==> src/rtl/cascaded_stereo_slew_limiter_defines.svh <==
// ---------------------------------------------------------------------------
// Assertion macros for the cascaded stereo slew limiter
// Shared concurrent check forms, clocked on the rising edge, reset disabled.
// ---------------------------------------------------------------------------
`ifndef CASCADED_STEREO_SLEW_LIMITER_DEFINES_SVH
`define CASCADED_STEREO_SLEW_LIMITER_DEFINES_SVH

// condition holds at every edge outside reset
`define CSL_ASSERT_ALWAYS(label, clk, rst, cond) \
   label: assert property (@(posedge clk) disable iff (rst) (cond)) \
      else $error("csl check failed: invariant");

// consequent holds in the same cycle as the antecedent
`define CSL_ASSERT_IMPL(label, clk, rst, ante, cons) \
   label: assert property (@(posedge clk) disable iff (rst) (ante) |-> (cons)) \
      else $error("csl check failed: implication");

// consequent holds in the cycle after the antecedent
`define CSL_ASSERT_NEXT(label, clk, rst, ante, cons) \
   label: assert property (@(posedge clk) disable iff (rst) (ante) |=> (cons)) \
      else $error("csl check failed: next-cycle implication");

`endif

==> src/rtl/csl_pkg.sv <==
`timescale 1ns / 1ps
// ---------------------------------------------------------------------------
// csl_pkg
// Widths, constants and shared types of the cascaded stereo slew limiter.
// ---------------------------------------------------------------------------
package csl_pkg;

   localparam int STAGE_COUNT = 10;
   localparam int SAMPLE_BITS = 24;
   localparam int LIMIT_BITS  = 25;

   // golden ratio, unsigned with 32 fraction bits
   localparam int PHI_BITS = 33;
   localparam logic [PHI_BITS-1:0] PHI_Q32 = 33'd6949403065;

   // limit times golden ratio, and the half LSB added before dropping 32 bits
   localparam int PROD_BITS = LIMIT_BITS + PHI_BITS;
   localparam logic [PROD_BITS-1:0] ROUND_HALF = PROD_BITS'(64'd2147483648);

   localparam logic [LIMIT_BITS-1:0] LIMIT_MAX  = {LIMIT_BITS{1'b1}};
   localparam logic [LIMIT_BITS-1:0] BASE_RESET = LIMIT_BITS'(8388608);

   localparam int STAGE_IDX_BITS = (STAGE_COUNT > 1) ? $clog2(STAGE_COUNT) : 1;

   // two samples packed, padded to whole bytes
   localparam int DATA_BITS = ((2 * SAMPLE_BITS + 7) / 8) * 8;

   // working width of the step compare: holds a sample difference and a limit
   localparam int WIDE_BITS = (SAMPLE_BITS + 2 > LIMIT_BITS + 1) ?
                              SAMPLE_BITS + 2 : LIMIT_BITS + 1;

   typedef logic signed [SAMPLE_BITS-1:0]     sample_type;
   typedef logic [LIMIT_BITS-1:0]             limit_type;
   typedef limit_type [STAGE_COUNT-1:0]       limit_array_type;

   typedef struct packed {
      logic [STAGE_COUNT-1:0] load;
   } csl_flow_type;

endpackage

==> src/rtl/csl_limit_seq.sv <==
`timescale 1ns / 1ps
// ---------------------------------------------------------------------------
// csl_limit_seq
// Holds the per-stage step limits. After reset or a register write it walks
// from the last stage back to the first, one golden-ratio multiply a cycle.
// ---------------------------------------------------------------------------
`include "cascaded_stereo_slew_limiter_defines.svh"

module csl_limit_seq
   import csl_pkg::*;
(
   input  logic                  clock,
   input  logic                  reset,
   input  logic                  csr_valid,
   output logic                  csr_ready,
   input  logic [LIMIT_BITS-1:0] csr_data,
   output logic                  busy,
   output limit_array_type       limits
);

   limit_array_type           limits_ff;
   limit_type                 work_ff;
   logic [STAGE_IDX_BITS-1:0] idx_ff;
   logic                      busy_ff;

   logic [PROD_BITS-1:0]          prod;
   logic [PROD_BITS-1:0]          rounded;
   logic [PROD_BITS-33:0]         quot;
   limit_type                     next_limit;

   always_comb begin
      prod       = PROD_BITS'(work_ff) * PROD_BITS'(PHI_Q32);
      rounded    = prod + ROUND_HALF;
      quot       = rounded[PROD_BITS-1:32];
      next_limit = (quot > (PROD_BITS-32)'(LIMIT_MAX)) ? LIMIT_MAX : quot[LIMIT_BITS-1:0];
   end

   always_ff @(posedge clock) begin
      if (reset) begin
         limits_ff[STAGE_COUNT-1] <= BASE_RESET;
         work_ff                  <= BASE_RESET;
         idx_ff                   <= STAGE_IDX_BITS'(STAGE_COUNT - 1);
         busy_ff                  <= (STAGE_COUNT > 1);
      end else if (csr_valid && csr_ready) begin
         limits_ff[STAGE_COUNT-1] <= csr_data;
         work_ff                  <= csr_data;
         idx_ff                   <= STAGE_IDX_BITS'(STAGE_COUNT - 1);
         busy_ff                  <= (STAGE_COUNT > 1);
      end else if (busy_ff) begin
         // step toward the first stage
         limits_ff[idx_ff - 1'b1] <= next_limit;
         work_ff                  <= next_limit;
         idx_ff                   <= idx_ff - 1'b1;
         if (idx_ff == STAGE_IDX_BITS'(1)) begin
            busy_ff <= 1'b0;
         end
      end
   end

   assign csr_ready = !busy_ff;
   assign busy      = busy_ff;
   assign limits    = limits_ff;

   `CSL_ASSERT_NEXT(a_write_starts_walk, clock, reset, csr_valid && csr_ready,
                    busy_ff || (STAGE_COUNT == 1))
   `CSL_ASSERT_NEXT(a_walk_ends, clock, reset, busy_ff && (idx_ff == STAGE_IDX_BITS'(1)),
                    !busy_ff)
   `CSL_ASSERT_ALWAYS(a_idle_index_home, clock, reset, busy_ff || (idx_ff == '0))

endmodule

==> config.mk <==
export PLATFORM = sky130hd
export DESIGN_NAME = csl_limit_seq
export DESIGN_NICKNAME = d
export VERILOG_FILES = /design/src/rtl/csl_pkg.sv /design/src/rtl/csl_limit_seq.sv
export VERILOG_INCLUDE_DIRS = /design/src /design/src/rtl
export SDC_FILE = /design/constraint.sdc
export NUM_CORES = 1
export LEC_CHECK = 0
export BUFFER_PORTS_ARGS = -buffer_cell sky130_fd_sc_hd__buf_2
export CORE_MARGIN = 2
export CORE_UTILIZATION = 45
export CTS_CLUSTER_DIAMETER = 200
export DETAILED_ROUTE_END_ITERATION = 12
export GPL_ROUTABILITY_DRIVEN = 0
export GPL_TIMING_DRIVEN = 0
export PLACE_DENSITY = 0.66
export SLEW_MARGIN = 30
export SYNTH_ARGS = -nofsm -noshare
export SYNTH_HDL_FRONTEND = slang
export SYNTH_SLANG_ARGS = --single-unit
==> constraint.sdc <==
create_clock -name clock -period 8.15 [get_ports clock]
set_input_delay 0.815 -clock clock [delete_from_list [all_inputs] [get_ports clock]]
set_output_delay 0.815 -clock clock [all_outputs]
set_load 0.05 [all_outputs]
==> results.cfg <==
[sta]
rsz0062_at_grt = true
tightest_slew_ns = 0.872
finClkSkew_ns = 0.0332
fmax_mhz = 126
min_period_ns = 7.95
setup_violations = 0
finalHoldViolations = 0
timing.final.crit_share_pct = 97.5
slew_headroom_pct = 41.9
drv_slew = 0

[yosys]
synth-main-ff-cell = edfxtp_1
synth_edf_count = 225
syn_nets = 2799
synth.avg_cell_area_um2 = 11.4
synth-seq-cells = 280
ys_async_sr_fraction_pct = 0
yosysTopAreaCell = fa_1
syn-cell-area_mm2 = 0.0244
netlist_instances = 2135
yosys-top-cells-area = fa_1 29%, edfxtp_1 28%, ha_1 15%, inv_1 9.1%, dfxtp_1 4.5%
yosysMostFrequentCell = inv_1
yosysUniqueCellTypes = 73
yosysSeqAreaShare_pct = 32.2
netlist.area_leader.share_pct = 28.8
synth_common_cells = 589 x inv_1, 352 x fa_1, 284 x ha_1
synth_warnings = 0

[setup_path]
crit_top_cell = fa_1
worst_r2r_path_depth = 25
worst-setup-path-type = reg -> reg
arrival_ns = 8.19
cp_max_fo = 10
cp_slowest_cell = fa_1
r2r_setup_slack_ns = 0.20
slowest_delay_ns = 0.62
cp-end-kind = flip-flop
crit_path_start = work_ff[15]
timing.rr.start = work_ff[15]
cp.depth = 25
cpLargestDelayFamily = adder cells
cp-start-kind = flip-flop
r2r_end = limits[131]
cp.buffers_inverters = 9
worstPathRequired_ns = 8.39

[flow_run]
cap_violations = 0

[cts]
clkTransAtPathRegs_ns = 0.08
numCtsBuffers = 24
worst_skew_pair.late_latency_ns = 0.55
ctsHoldBuffers = 0
cts.sinks = 280
clockBufferDepth = 3
cts_root_buf = clkbuf_16
cts_tree = done
h-tree-depth = 1

[route]
drt_iter0_drc = 1219
wl_per_cell_um = 23.2
drt_wl_total_um = 73700
ant_nets = 0
drc = 0
viasPerCell = 5.41
num_vias = 17212
first_pass_iters = 5

[worst_hold_path]
hold_path_class = reg -> reg
worstHoldPathCells = 2
min_from = limits[247]
hold_end = limits[247]

[finish]
finalInstanceArea_mm2 = 0.0282
layout.nets = 3127
syn_to_final_growth_pct = 15.6
drive_gt1_share_pct = 18.0

[grt]
grt_max_degree = 19
gr-total-overflow = 0
grt_first_pass_wirelength_um = 111000
grt_usage_pct = 26.6
grt_pass1_vias = 17981
antenna_found_initial = 3

[floorplan]
rows = 85
ioPinCount = 280
core_area_mm2 = 0.0537
die_y_um = 237
die_width_um = 237
die_area_mm2 = 0.0562
initial_utilization_pct = 45.5

[placed_design]
dp_hpwl_um = 62600
place_area_mm2 = 0.0270
place.port_buffers = 278

[outcome]
status = finished clean
## tightest hold or removal path, cell delays in order (launching register included)
cell and delay (ns):
dfxtp_1 0.33, a22oi_1 0.07, a21oi_1 0.11
## area by class of cell
type                       count  area, µm²
multi-input combinational   1219      14400
buffer                        47        210
tap                          696        871
timing repair buffer         301       1700
timing repair inverter         1       7.51
antenna                        2       5.00
sequential                   280       7880
fill                        4561      25500
clock buffer                  24        601
clock inverter                20        322
inverter                     589       2210
## cells by family (layout without fill, tap and decap cells)
family          Yosys count  after routing  synth area share [%]
other cells               0              2                     0
xor+xnor                 25             25                 0.927
mux                       3              3                 0.123
simple gates            275            275                  5.48
buf+inv                 636            982                  9.91
flops                   280            280                  32.2
compound gates          280            280                  8.00
fa+ha+maj               636            636                  43.4
## per-layer routing
metal  vias up  share of wire (%)  GRT usage, %  wire [µm]
li1       7560                  -             -          -
met1      8638                 38          33.6      28300
met2       849                 48          44.8      35500
met3       165                9.7          6.48       7190
met4         0                3.6          8.80       2680
met5         -                  0             0          0
## placed cells by master (no fill, tap or decap), drive strengths merged, types with 3 or more instances in the layout
master,count
nor4,7
or2,8
clkinvlp,4
o31a,4
clkinv,8
clkbuf,56
o22ai,19
and3,10
or3,5
nor3,20
xnor2,15
fa,352
a21o,19
ha,284
o21bai,5
nor2b,14
o21ai,47
xor2,10
nor2,70
nand2,82
buf,316
a21oi,60
nand2b,7
inv,591
edfxtp,225
o31ai,5
a22oi,20
mux2i,3
a2111oi,6
o221ai,3
bufinv,7
o211a,17
nand3,23
nor3b,5
nand4,11
dfxtp,55
o21a,7
a31oi,9
and2,4
a211oi,33
## flip-flops by register name, summed over array words and instances, names as in the netlist
name and count:
work_ff 25, busy 1, limits 250, idx_ff 4
## worst max-delay path by stage
stage | endpoint | slack (ns)
3_5_place_dp | limits[1] | -0.60
4_1_cts | limits[184] | 0.009
2_1_floorplan | limits[101] | 1.25
3_3_place_gp | limits[173] | -0.73
6_report | limits[131] | 0.20
5_1_grt | limits[6] | -0.03
## repair_timing
item                       in CTS  in global routing
setup endpoints to repair     264                250
pin swaps                       0                  3
gates resized for setup        38                 34
buffers inserted                0                  5
cloned                          0                  1
## per-stage QoR
| stage | TNS (ns) | hold slack [ns] | std cells | setup WS [ns] | util [%] |
|---|---|---|---|---|---|
| finish | 0 | 0.540 | 3179 | 0.204 | 52.6 |
| global route | -0.388 | 0.573 | 3179 | -0.0336 | 52.6 |
| CTS | 0 | 0.541 | 3171 | 0.00899 | 52.3 |
| detailed placement | -70.14 | 0.521 | 3127 | -0.598 | 50.3 |
| global placement | -61.22 | 0.523 | 3109 | -0.734 | 49.7 |
| floorplan | 0 | 0.523 | 2135 | 1.25 | - |
Power is not shown: default switching activity piles up to over one toggle a cycle in this logic, so the estimate is an artifact.
