==> src/rtl/cascaded_stereo_slew_limiter_defines.svh <==
// ---------------------------------------------------------------------------
// Assertion macros for the cascaded stereo slew limiter
// Shared concurrent check forms, clocked on the rising edge, reset disabled.
// ---------------------------------------------------------------------------
`ifndef CASCADED_STEREO_SLEW_LIMITER_DEFINES_SVH
`define CASCADED_STEREO_SLEW_LIMITER_DEFINES_SVH

// condition holds at every edge outside reset
`define CSL_ASSERT_ALWAYS(label, clk, rst, cond) \
   label: assert property (@(posedge clk) disable iff (rst) (cond)) \
      else $error("csl check failed: invariant");

// consequent holds in the same cycle as the antecedent
`define CSL_ASSERT_IMPL(label, clk, rst, ante, cons) \
   label: assert property (@(posedge clk) disable iff (rst) (ante) |-> (cons)) \
      else $error("csl check failed: implication");

// consequent holds in the cycle after the antecedent
`define CSL_ASSERT_NEXT(label, clk, rst, ante, cons) \
   label: assert property (@(posedge clk) disable iff (rst) (ante) |=> (cons)) \
      else $error("csl check failed: next-cycle implication");

`endif

==> src/rtl/csl_pkg.sv <==
`timescale 1ns / 1ps
// ---------------------------------------------------------------------------
// csl_pkg
// Widths, constants and shared types of the cascaded stereo slew limiter.
// ---------------------------------------------------------------------------
package csl_pkg;

   localparam int STAGE_COUNT = 10;
   localparam int SAMPLE_BITS = 24;
   localparam int LIMIT_BITS  = 25;

   // golden ratio, unsigned with 32 fraction bits
   localparam int PHI_BITS = 33;
   localparam logic [PHI_BITS-1:0] PHI_Q32 = 33'd6949403065;

   // limit times golden ratio, and the half LSB added before dropping 32 bits
   localparam int PROD_BITS = LIMIT_BITS + PHI_BITS;
   localparam logic [PROD_BITS-1:0] ROUND_HALF = PROD_BITS'(64'd2147483648);

   localparam logic [LIMIT_BITS-1:0] LIMIT_MAX  = {LIMIT_BITS{1'b1}};
   localparam logic [LIMIT_BITS-1:0] BASE_RESET = LIMIT_BITS'(8388608);

   localparam int STAGE_IDX_BITS = (STAGE_COUNT > 1) ? $clog2(STAGE_COUNT) : 1;

   // two samples packed, padded to whole bytes
   localparam int DATA_BITS = ((2 * SAMPLE_BITS + 7) / 8) * 8;

   // working width of the step compare: holds a sample difference and a limit
   localparam int WIDE_BITS = (SAMPLE_BITS + 2 > LIMIT_BITS + 1) ?
                              SAMPLE_BITS + 2 : LIMIT_BITS + 1;

   typedef logic signed [SAMPLE_BITS-1:0]     sample_type;
   typedef logic [LIMIT_BITS-1:0]             limit_type;
   typedef limit_type [STAGE_COUNT-1:0]       limit_array_type;

   typedef struct packed {
      logic [STAGE_COUNT-1:0] load;
   } csl_flow_type;

endpackage

==> src/rtl/csl_flow.sv <==
`timescale 1ns / 1ps
// ---------------------------------------------------------------------------
// csl_flow
// Valid and ready chain of the stage pipeline, shared by both lanes, and the
// frame end marker that travels beside the samples.
// ---------------------------------------------------------------------------
module csl_flow
   import csl_pkg::*;
(
   input  logic         clock,
   input  logic         reset,
   input  logic         busy,
   input  logic         req_tvalid,
   output logic         req_tready,
   input  logic         req_tlast,
   output logic         rsp_tvalid,
   input  logic         rsp_tready,
   output logic         rsp_tlast,
   output csl_flow_type flow
);

   logic [STAGE_COUNT-1:0] valid_ff;
   logic [STAGE_COUNT-1:0] valid_in;
   logic [STAGE_COUNT-1:0] end_ff;
   logic [STAGE_COUNT-1:0] rdy;
   logic [STAGE_COUNT-1:0] load;

   always_comb begin
      rdy[STAGE_COUNT-1] = !valid_ff[STAGE_COUNT-1] || rsp_tready;
      for (int k = STAGE_COUNT - 2; k >= 0; k--) begin
         rdy[k] = !valid_ff[k] || rdy[k+1];
      end
      load[0] = req_tvalid && rdy[0] && !busy;
      for (int k = 1; k < STAGE_COUNT; k++) begin
         load[k] = valid_ff[k-1] && rdy[k];
      end
      // a valid stage that is ready hands its frame on
      valid_in = load | (valid_ff & ~rdy);
   end

   always_ff @(posedge clock) begin
      if (reset) begin
         valid_ff <= '0;
      end else begin
         valid_ff <= valid_in;
      end
   end

   always_ff @(posedge clock) begin
      if (load[0]) begin
         end_ff[0] <= req_tlast;
      end
      for (int k = 1; k < STAGE_COUNT; k++) begin
         if (load[k]) begin
            end_ff[k] <= end_ff[k-1];
         end
      end
   end

   assign req_tready = rdy[0] && !busy;
   assign rsp_tvalid = valid_ff[STAGE_COUNT-1];
   assign rsp_tlast  = end_ff[STAGE_COUNT-1];
   assign flow.load  = load;

endmodule

==> config.mk <==
export PLATFORM = sky130hd
export DESIGN_NAME = csl_flow
export DESIGN_NICKNAME = d
export VERILOG_FILES = /design/src/rtl/cascaded_stereo_slew_limiter_defines.svh /design/src/rtl/csl_pkg.sv /design/src/rtl/csl_flow.sv
export SDC_FILE = /design/constraint.sdc
export NUM_CORES = 1
export LEC_CHECK = 0
export ABC_AREA = 1
export BUFFER_PORTS_ARGS = -buffer_cell sky130_fd_sc_hd__buf_2
export CORE_MARGIN = 1.5
export CORE_UTILIZATION = 53
export CTS_BUF_LIST = sky130_fd_sc_hd__clkbuf_2
export DETAILED_ROUTE_END_ITERATION = 7
export GPL_TIMING_DRIVEN = 0
export HOLD_SLACK_MARGIN = 0.15
export PLACE_DENSITY = 0.79
export SKIP_LAST_GASP = 1
export SYNTH_ARGS = -nofsm -noshare
export SYNTH_HDL_FRONTEND = slang
export SYNTH_SLANG_ARGS = --single-unit
==> constraint.sdc <==
create_clock -name clock -period 1.8 [get_ports clock]
set_input_delay 0.45 -clock clock [delete_from_list [all_inputs] [get_ports clock]]
set_output_delay 0.45 -clock clock [all_outputs]
set_load 0.03 [all_outputs]
==> results of run 1 <==
[cells by family after synthesis]
kind of cell    Yosys count  synth area share
compound gates           13            0.0906
simple gates             20             0.160
buf+inv                  21             0.102
flops                    20             0.647
[final timing paths]
path                               endpoint  slack [ps]  depth (start not counted)
worst min register to register    end_ff[8]         450                          0
worst max-delay path                flow[1]        -260                          7
worst min-delay path              end_ff[0]         270                          1
worst max register to register  valid_ff[0]        -210                         15
[layout make-up]
cell class / instances / area [sq um]
multi-input cells: 33 / 228
flip-flops and latches: 20 / 504
clock inverters: 1 / 30.0
plain buffers: 1 / 3.75
inverters: 20 / 75.1
clock buffers: 3 / 15.0
repair buffers: 34 / 258
fillers: 77 / 201
well taps: 15 / 18.8
[where the power goes]
group          internal [W]  switching (W)  total (W)
clock network      0.000192       0.000141   0.000333
logic             0.0000154      0.0000266  0.0000420
registers          0.000482     0.00000462   0.000486
[what timing repair did]
action,CTS,global route
pin swaps,3,2
gates resized for setup,25,4
hold buffers,0,0
endpoints found under the hold margin,0,0
setup buffers,16,1
endpoints found under the setup margin,9,10
[synth_stat cells (all sizes together)]
cell / instances / area [sq um]
inv: 20 / 75.1
a21oi: 11 / 55.1
dfxtp: 10 / 200
edfxtp: 10 / 300
nand2: 9 / 33.8
nor2: 7 / 41.3
nand3: 2 / 15.0
nand4: 2 / 33.8
a31oi: 1 / 6.26
clkbuf: 1 / 3.75
o21ai: 1 / 8.76
[per-layer routing]
layer	vias to the layer above	global-route usage
met5	-	0
met4	0	0.0323
met3	2	0.103
met2	14	0.434
met1	271	0.248
li1	309	-
[metrics by stage]
step                hold WS [ps]  cell area, sq um  TNS, ps  worst slack, ps
detailed placement           407               878    -1260             -262
floorplan                    400               774        0             8.00
global placement             400               878     -947             -223
global route                 254              1130    -2710             -366
finish                       269              1130    -1690             -260
CTS                          270              1110    -1820             -271
==> results.md, run 1 <==
- Worst-Skew Late Latency: 330 ps
- RSZ-0062 raised after global routing: yes
- DR WL met2: 898 um
- Critical-path cell list: nand3_4 > nor2_4 > nand4_4 > nor2_4 > buf_4 > a31oi_1 > buf_4
- Post-layout min period: 2060 ps
- Inst Count DP: 106
- GPL Wtd Cong: 0.665
- Run status: finished, violations left
- First-pass GRT wire length: 2390 um
- Die W: 41.2 um
- Commonest cells after routing, fill and taps aside: buf_4 (20), inv_1 (16), a21oi_1 (11), edfxtp_1 (10), buf_2 (8)
- Synthesized area: 773 sq um
- Final #Nets: 119
- Pin count of the biggest net entering global routing: 13
- Vias in the first global route: 559
- Worst path required time: 1350 ps
- Iteration-0 DRC Markers: 5
- Max-Cap Viols: 0
- Final core occ: 0.849
- Worst hold start: req_tlast
- Final Hold Fails: 0
- Total gr overflow: 0
- Worst path buffer plus inverter count: 2
- Clock Path Buffers: 2
- Worst endpoint data arrival time: 1610 ps
- Area delta synth->final: 46.4%
- Metal1 wirelength: 682 um
- Worst Setup Start Kind: flop
- Final Cycle Share: 1.14
- IO Count: 19
- Top routing layer used: met4
- Slew @ Worst Pin: 463 ps
- Ant diodes: 0
- Critical path class: flop to output pin
- Synth cell types: 14
- Final-report max-slew violation count: 0
- CP max FO: 4
- Final setup margin: -260 ps
- Initial Util: 0.580
- Achievable Freq: 485 MHz
- Via count: 596
- Critical-path top delay cell: dfxtp_2
- Post-Syn Instances: 74
- # rows: 13
- Pre-antenna DRT Iters: 2
- IO buf count: 17
- Failing checks: negative setup slack
- P_leak: 0.520 nW
- PwrDens: 761 nW/um^2
- HPWL after detailed placement: 855 um
- Seq cells post-synth: 20
- VDD IR-drop max: 666 uV
- Most common cell after layout, fill and taps aside: buf_4
- Sequential share of the synthesized area: 0.647
- Syn Area/Cell: 10.4 sq um
- Final clock skew: 29.8 ps
- Antenna-violating nets left: 0
- DRC: 0
- Avg WL per Cell: 13.1 um
- Max stage delay on crit path: 390 ps
- Total CTS buffers: 3
- Via-to-Cell Ratio: 4.69
- Die area: 1700 sq um
- CTS tree: done
- Core Area: 1330 sq um
- CTS Sinks: 20
- Max-Slew Margin vs Limit: 0.691
- Post-route insts no fill: 127
- Die Ht: 41.2 um
- GRT Total Usage: 0.235
- Share of layout cells above drive strength 1: 0.500
- Worst hold path type: primary input to flop
- Pwr Total: 0.000861 W
- Crit path capture type: output pin
- CTS Root Cell: clkbuf_2
- Initial antenna violation count: 0
- Clk pin slew, worst setup/hold paths: 210 ps
- Crit-path leading delay family: simple AND/OR/NAND/NOR gates
- Final-report setup violation count: 9
- Yosys warnings: 0
- Length of routed met3 wiring: 72 um
- Post-Synthesis Net Count: 80
- Final WL: 1660 um
- CTS H-tree depth: 1
Power figures use the tool's default switching activity.
==> inputs of run 2 (changes only) <==
- CELL_PAD_IN_SITES_DETAIL_PLACEMENT: unset -> 0
- CELL_PAD_IN_SITES_GLOBAL_PLACEMENT: unset -> 2
- CORE_UTILIZATION: 53 -> 33
- PLACE_DENSITY: 0.79 -> unset
- PLACE_DENSITY_LB_ADDON: unset -> 0.1
==> run 2 against run 1 <==
The flow still finishes with violations (negative setup slack). Utilization decreased by 33 points. Combinational power increased by 4%. Sequential share of layout area decreased by 0.29 points. Clock power decreased by 2%. Critical path type unchanged. Critical endpoint is now flow[0].
==> results.md, run 2 (synthesis results as in run 1) <==
- CTS Sinks: 20
- Gr busiest metal: met2
- Achievable Freq: 493 MHz
- Vias in the first global route: 528
- Slew @ Worst Pin: 468 ps
- Final-report setup violation count: 8
- FILL cells: 227
- Commonest cells after routing, fill and taps aside: inv_1 (16), a21oi_1 (10), edfxtp_1 (10), buf_4 (10), buf_6 (10)
- Pwr Total: 0.000858 W
- R2R cell count: 10
- Ant diodes: 0
- Final Cycle Share: 1.13
- VDD IR-drop max: 509 uV
- Antenna-violating nets left: 0
- Setup WS pre-CTS: -287 ps
- Worst R2R End: valid_ff[0]
- Failing checks: negative setup slack
- Placed instance area: 895 sq um
- Worst-Skew Late Latency: 320 ps
- Final WL: 1380 um
- Worst path required time: 1350 ps
- Final setup margin: -229 ps
- PwrDens: 753 nW/um^2
- P_leak: 0.498 nW
- GR Util met3: 0.0526
- Final Cell Area: 1140 sq um
- Final clock skew: 19.3 ps
- Worst hold path type: primary input to flop
- Crit path capture type: output pin
- Via-to-Cell Ratio: 4.22
- Most common cell after layout, fill and taps aside: inv_1
- IO Count: 19
- Hold path depth: 1
- First-pass GRT wire length: 2170 um
- Worst Setup Start Kind: flop
- HPWL after detailed placement: 930 um
- Final #Nets: 113
- Final Hold Fails: 0
- GRT Total Usage: 0.113
- Total gr overflow: 0
- Max stage delay on crit path: 390 ps
- Pin count of the biggest net entering global routing: 13
- Die Ht: 51.4 um
- Run status: finished, violations left
- Area delta synth->final: 47.4%
- Critical path class: flop to output pin
- Share of layout cells above drive strength 1: 0.500
- # rows: 17
- CTS Root Cell: clkbuf_2
- Clock Path Buffers: 2
- Final-report max-slew violation count: 0
- Avg WL per Cell: 10.3 um
- CTS H-tree depth: 1
- RSZ-0062 raised after global routing: yes
- Critical-path cell list: nand3_4 > nor2_4 > nand4_4 > nor2_4 > nand4_4 > nand2_2 > nor2_2 > buf_6
- Register area: 504 sq um
- CTS tree: done
- Max-Cap Viols: 0
- Total CTS buffers: 3
- Max-Slew Margin vs Limit: 0.688
- Critical-path top delay cell: dfxtp_2
- Via count: 566
- M1 GR Usage: 0.122
- Post-layout min period: 2030 ps
- IO buf count: 17
- Worst Hold End: end_ff[0]
- Die area: 2640 sq um
- DRC: 0
- Initial antenna violation count: 0
- Worst hold start: req_tlast
- Die W: 51.4 um
- Worst hold slack: 286 ps
- Met2 GRT Util: 0.201
- Area of the multi-input gates: 249 sq um
- Iteration-0 DRC Markers: 9
- Final core occ: 0.515
- Core Area: 2210 sq um
- Initial Util: 0.350
- R2R setup slack: 370 ps
- GPL Wtd Cong: 0.709
- CP max FO: 4
- Worst endpoint data arrival time: 1580 ps
- Pre-antenna DRT Iters: 3
- Clk pin slew, worst setup/hold paths: 200 ps
[run 2: cell count changes in the layout (fill, tap and decap cells not counted), sizes merged]
cell / previous run / this run
buf: 34 / 28
[run 2: timing repair]
action                                  4_1_cts  5_1_grt
buffers inserted                              5        6
gates resized for setup                      17       22
pin swaps                                     5        3
hold buffers                                  0        0
endpoints found under the setup margin        8        9
[run 2: how the worst max path moves through the flow]
stage,end,slack (ps),cells after the start
final,flow[0],-230,8
after global routing,req_tready,-360,8
after CTS,flow[0],-320,8
after detailed placement,flow[0],-290,10
after global placement,flow[0],-290,10
after floorplan,flow[0],8,8
[run 2: power by group]
group,internal (W),switching (W)
clock network,0.000192,0.000136
registers,0.000482,0.00000473
logic,0.0000173,0.0000263
[run 2: layout make-up]
type / instances / share of cell area
plain buffers: 1 / 0.00329
clock buffers: 3 / 0.0132
clock inverters: 1 / 0.0263
inverters: 20 / 0.0659
multi-input cells: 33 / 0.218
flip-flops and latches: 20 / 0.442
well taps: 28 / 0.0307
repair buffers: 28 / 0.200
[run 2: per-layer routing]
metal	share of wire	up-vias	wire length [um]
li1	-	295	-
met4	0.0065	0	9
met2	0.51	13	706
met3	0.064	2	88
met5	0	-	0
met1	0.42	256	580
[run 2: per-stage QoR]
step | setup TNS [ps] | cells
floorplan | 0 | 74
global placement | -1310 | 119
detailed placement | -1330 | 119
global route | -2260 | 134
CTS | -1620 | 128
finish | -1230 | 134
[run 2: worst max-delay path: cells and delay by family (launching register included)]
kind | cells | cell delay (ps)
flip-flops | 1 | 390
buffers and inverters | 1 | 130
AND/OR/NAND/NOR | 7 | 750
==> inputs of run 3 (changes only) <==
- SETUP_SLACK_MARGIN: unset -> 0.4
==> run 3 against run 2 <==
The flow still finishes with violations (negative setup slack). Clock-buffer cell count stayed put. Critical path type unchanged. Final cell count rose by 9.0%. Power shrank 16%. Clock power down 45%. Register-to-register slack worse by 490 ps. Critical path depth increased by 1. First-iteration DRC count shrank 11%. Maximum frequency is essentially flat. Sequential power about the same. Combinational power is 35% higher. Critical endpoint is now flow[3]. Utilization rose by 7.8 points.
==> results.md, run 3 (synthesis results as in run 1) <==
- Die W: 51.4 um
- Max stage delay on crit path: 400 ps
- Core Area: 2210 sq um
- GRT Total Usage: 0.152
- FILL cells: 204
- Ant diodes: 0
- P_leak: 0.559 nW
- Final core occ: 0.593
- Initial antenna violation count: 0
- Final Hold Fails: 0
- Avg WL per Cell: 11.4 um
- CP max FO: 3
- Commonest cells after routing, fill and taps aside: buf_6 (23), buf_4 (13), inv_1 (12), edfxtp_1 (10), dfxtp_1 (8)
- Total CTS buffers: 3
- Critical-path cell list: nand3_4 > nor2_4 > nand4_4 > nor2_4 > buf_6 > inv_4 > nand2_2 > inv_2 > buf_6
- PwrDens: 551 nW/um^2
- Final setup margin: -227 ps
- Failing checks: negative setup slack
- DRC: 0
- Setup WS pre-CTS: -376 ps
- Psw: 0.000170 W
- Slew @ Worst Pin: 513 ps
- Switching Share: 0.234
- VDD IR-drop max: 373 uV
- Critical-path top delay cell: dfxtp_4
- # rows: 17
- Die area: 2640 sq um
- Crit path capture type: output pin
- Area delta synth->final: 69.7%
- Vias in the first global route: 649
- Most common cell after layout, fill and taps aside: buf_6
- Share of total power in combinational logic: 0.081
- Final clock skew: 8.21 ps
- CTS Root Cell: clkbuf_2
- Final-report setup violation count: 9
- Hold buffer count at CTS: 0
- Share of layout cells above drive strength 1: 0.585
- First-pass GRT wire length: 2900 um
- CTS H-tree depth: 1
- Clock Path Buffers: 2
- Final Cell Area: 1310 sq um
- Clk pin slew, worst setup/hold paths: 180 ps
- Iteration-0 DRC Markers: 8
- Via count: 653
- HPWL after detailed placement: 982 um
- Total gr overflow: 0
- RSZ-0062 raised after global routing: yes
- CTS Sinks: 20
- Final-report max-slew violation count: 0
- Post-layout min period: 2030 ps
- Reg power frac: 0.670
- Critical path class: flop to output pin
- IO Count: 19
- Worst Setup Start Kind: flop
- Antenna-violating nets left: 0
- Achievable Freq: 493 MHz
- Max-Slew Margin vs Limit: 0.658
- GPL Wtd Cong: 0.692
- Pint: 0.000554 W
- Worst hold path type: primary input to flop
- CTS tree: done
- Pre-antenna DRT Iters: 4
- Via-to-Cell Ratio: 4.47
- Final #Nets: 125
- Final Cycle Share: 1.13
- Die Ht: 51.4 um
- Max-Cap Viols: 0
- IO buf count: 17
- Total Neg Setup Slack: -1350 ps
- Worst path required time: 1350 ps
- Worst-Skew Late Latency: 310 ps
- Final WL: 1670 um
- Initial Util: 0.350
- Worst hold start: req_tlast
- Pin count of the biggest net entering global routing: 12
- Worst endpoint data arrival time: 1580 ps
- Clock Power Share: 0.249
- Run status: finished, violations left
- Placed instance area: 951 sq um
[run 3: cell types whose count changed in the layout (fill, tap and decap cells not counted), sizes merged]
cell,before,now
buf,28,40
bufinv,1,0
clkinv,0,1
[run 3: power by group through the flow]
stage          logic [W]  registers [W]  clock network (W)
2_1_floorplan  0.0000283       0.000492                  0
3_3_place_gp   0.0000416       0.000493                  0
3_5_place_dp   0.0000422       0.000494                  0
4_1_cts        0.0000558       0.000485           0.000189
5_1_grt        0.0000635       0.000486           0.000211
6_report       0.0000588       0.000485           0.000180
[run 3: final timing paths]
kind	to	cells after the start	slack, ps
setup / recovery	flow[3]	9	-230
hold / removal	end_ff[0]	1	300
hold reg to reg	end_ff[6]	0	440
setup reg to reg	end_ff[3]	13	-120
[run 3: layer usage]
layer  global-route usage  share of wire
met1                0.176           0.41
met4               0.0395         0.0054
met3               0.0526          0.044
met5                    0              0
met2                0.267           0.54
[run 3: what timing repair did]
action,4_1_cts,5_1_grt
endpoints found under the setup margin,13,16
pin swaps,7,3
setup buffers,20,3
gates resized for setup,30,24
[run 3: critical path, delay by kind of cell (launching register included)]
family | cells | cell delay [ps]
buf+inv | 4 | 340
flops | 1 | 400
simple gates | 5 | 540
[run 3: final cells by class]
class	instances	area, sq um	share of cell area
multi-input combinational	33	280	0.214
tap	28	35.0	0.0267
clock inverter	1	3.75	0.00286
clock buffer	3	15.0	0.0114
timing repair buffer	40	377	0.287
inverter	20	92.6	0.0705
buffer	1	3.75	0.00286
sequential	20	505	0.385
[run 3: stage by stage]
stage | hold slack, ps | std cells | power (W)
final | 301 | 146 | 0.000724
after global routing | 280 | 146 | 0.000761
after CTS | 290 | 143 | 0.000729
after detailed placement | 408 | 119 | 0.000536
after global placement | 401 | 119 | 0.000535
after floorplan | 400 | 74 | 0.000521
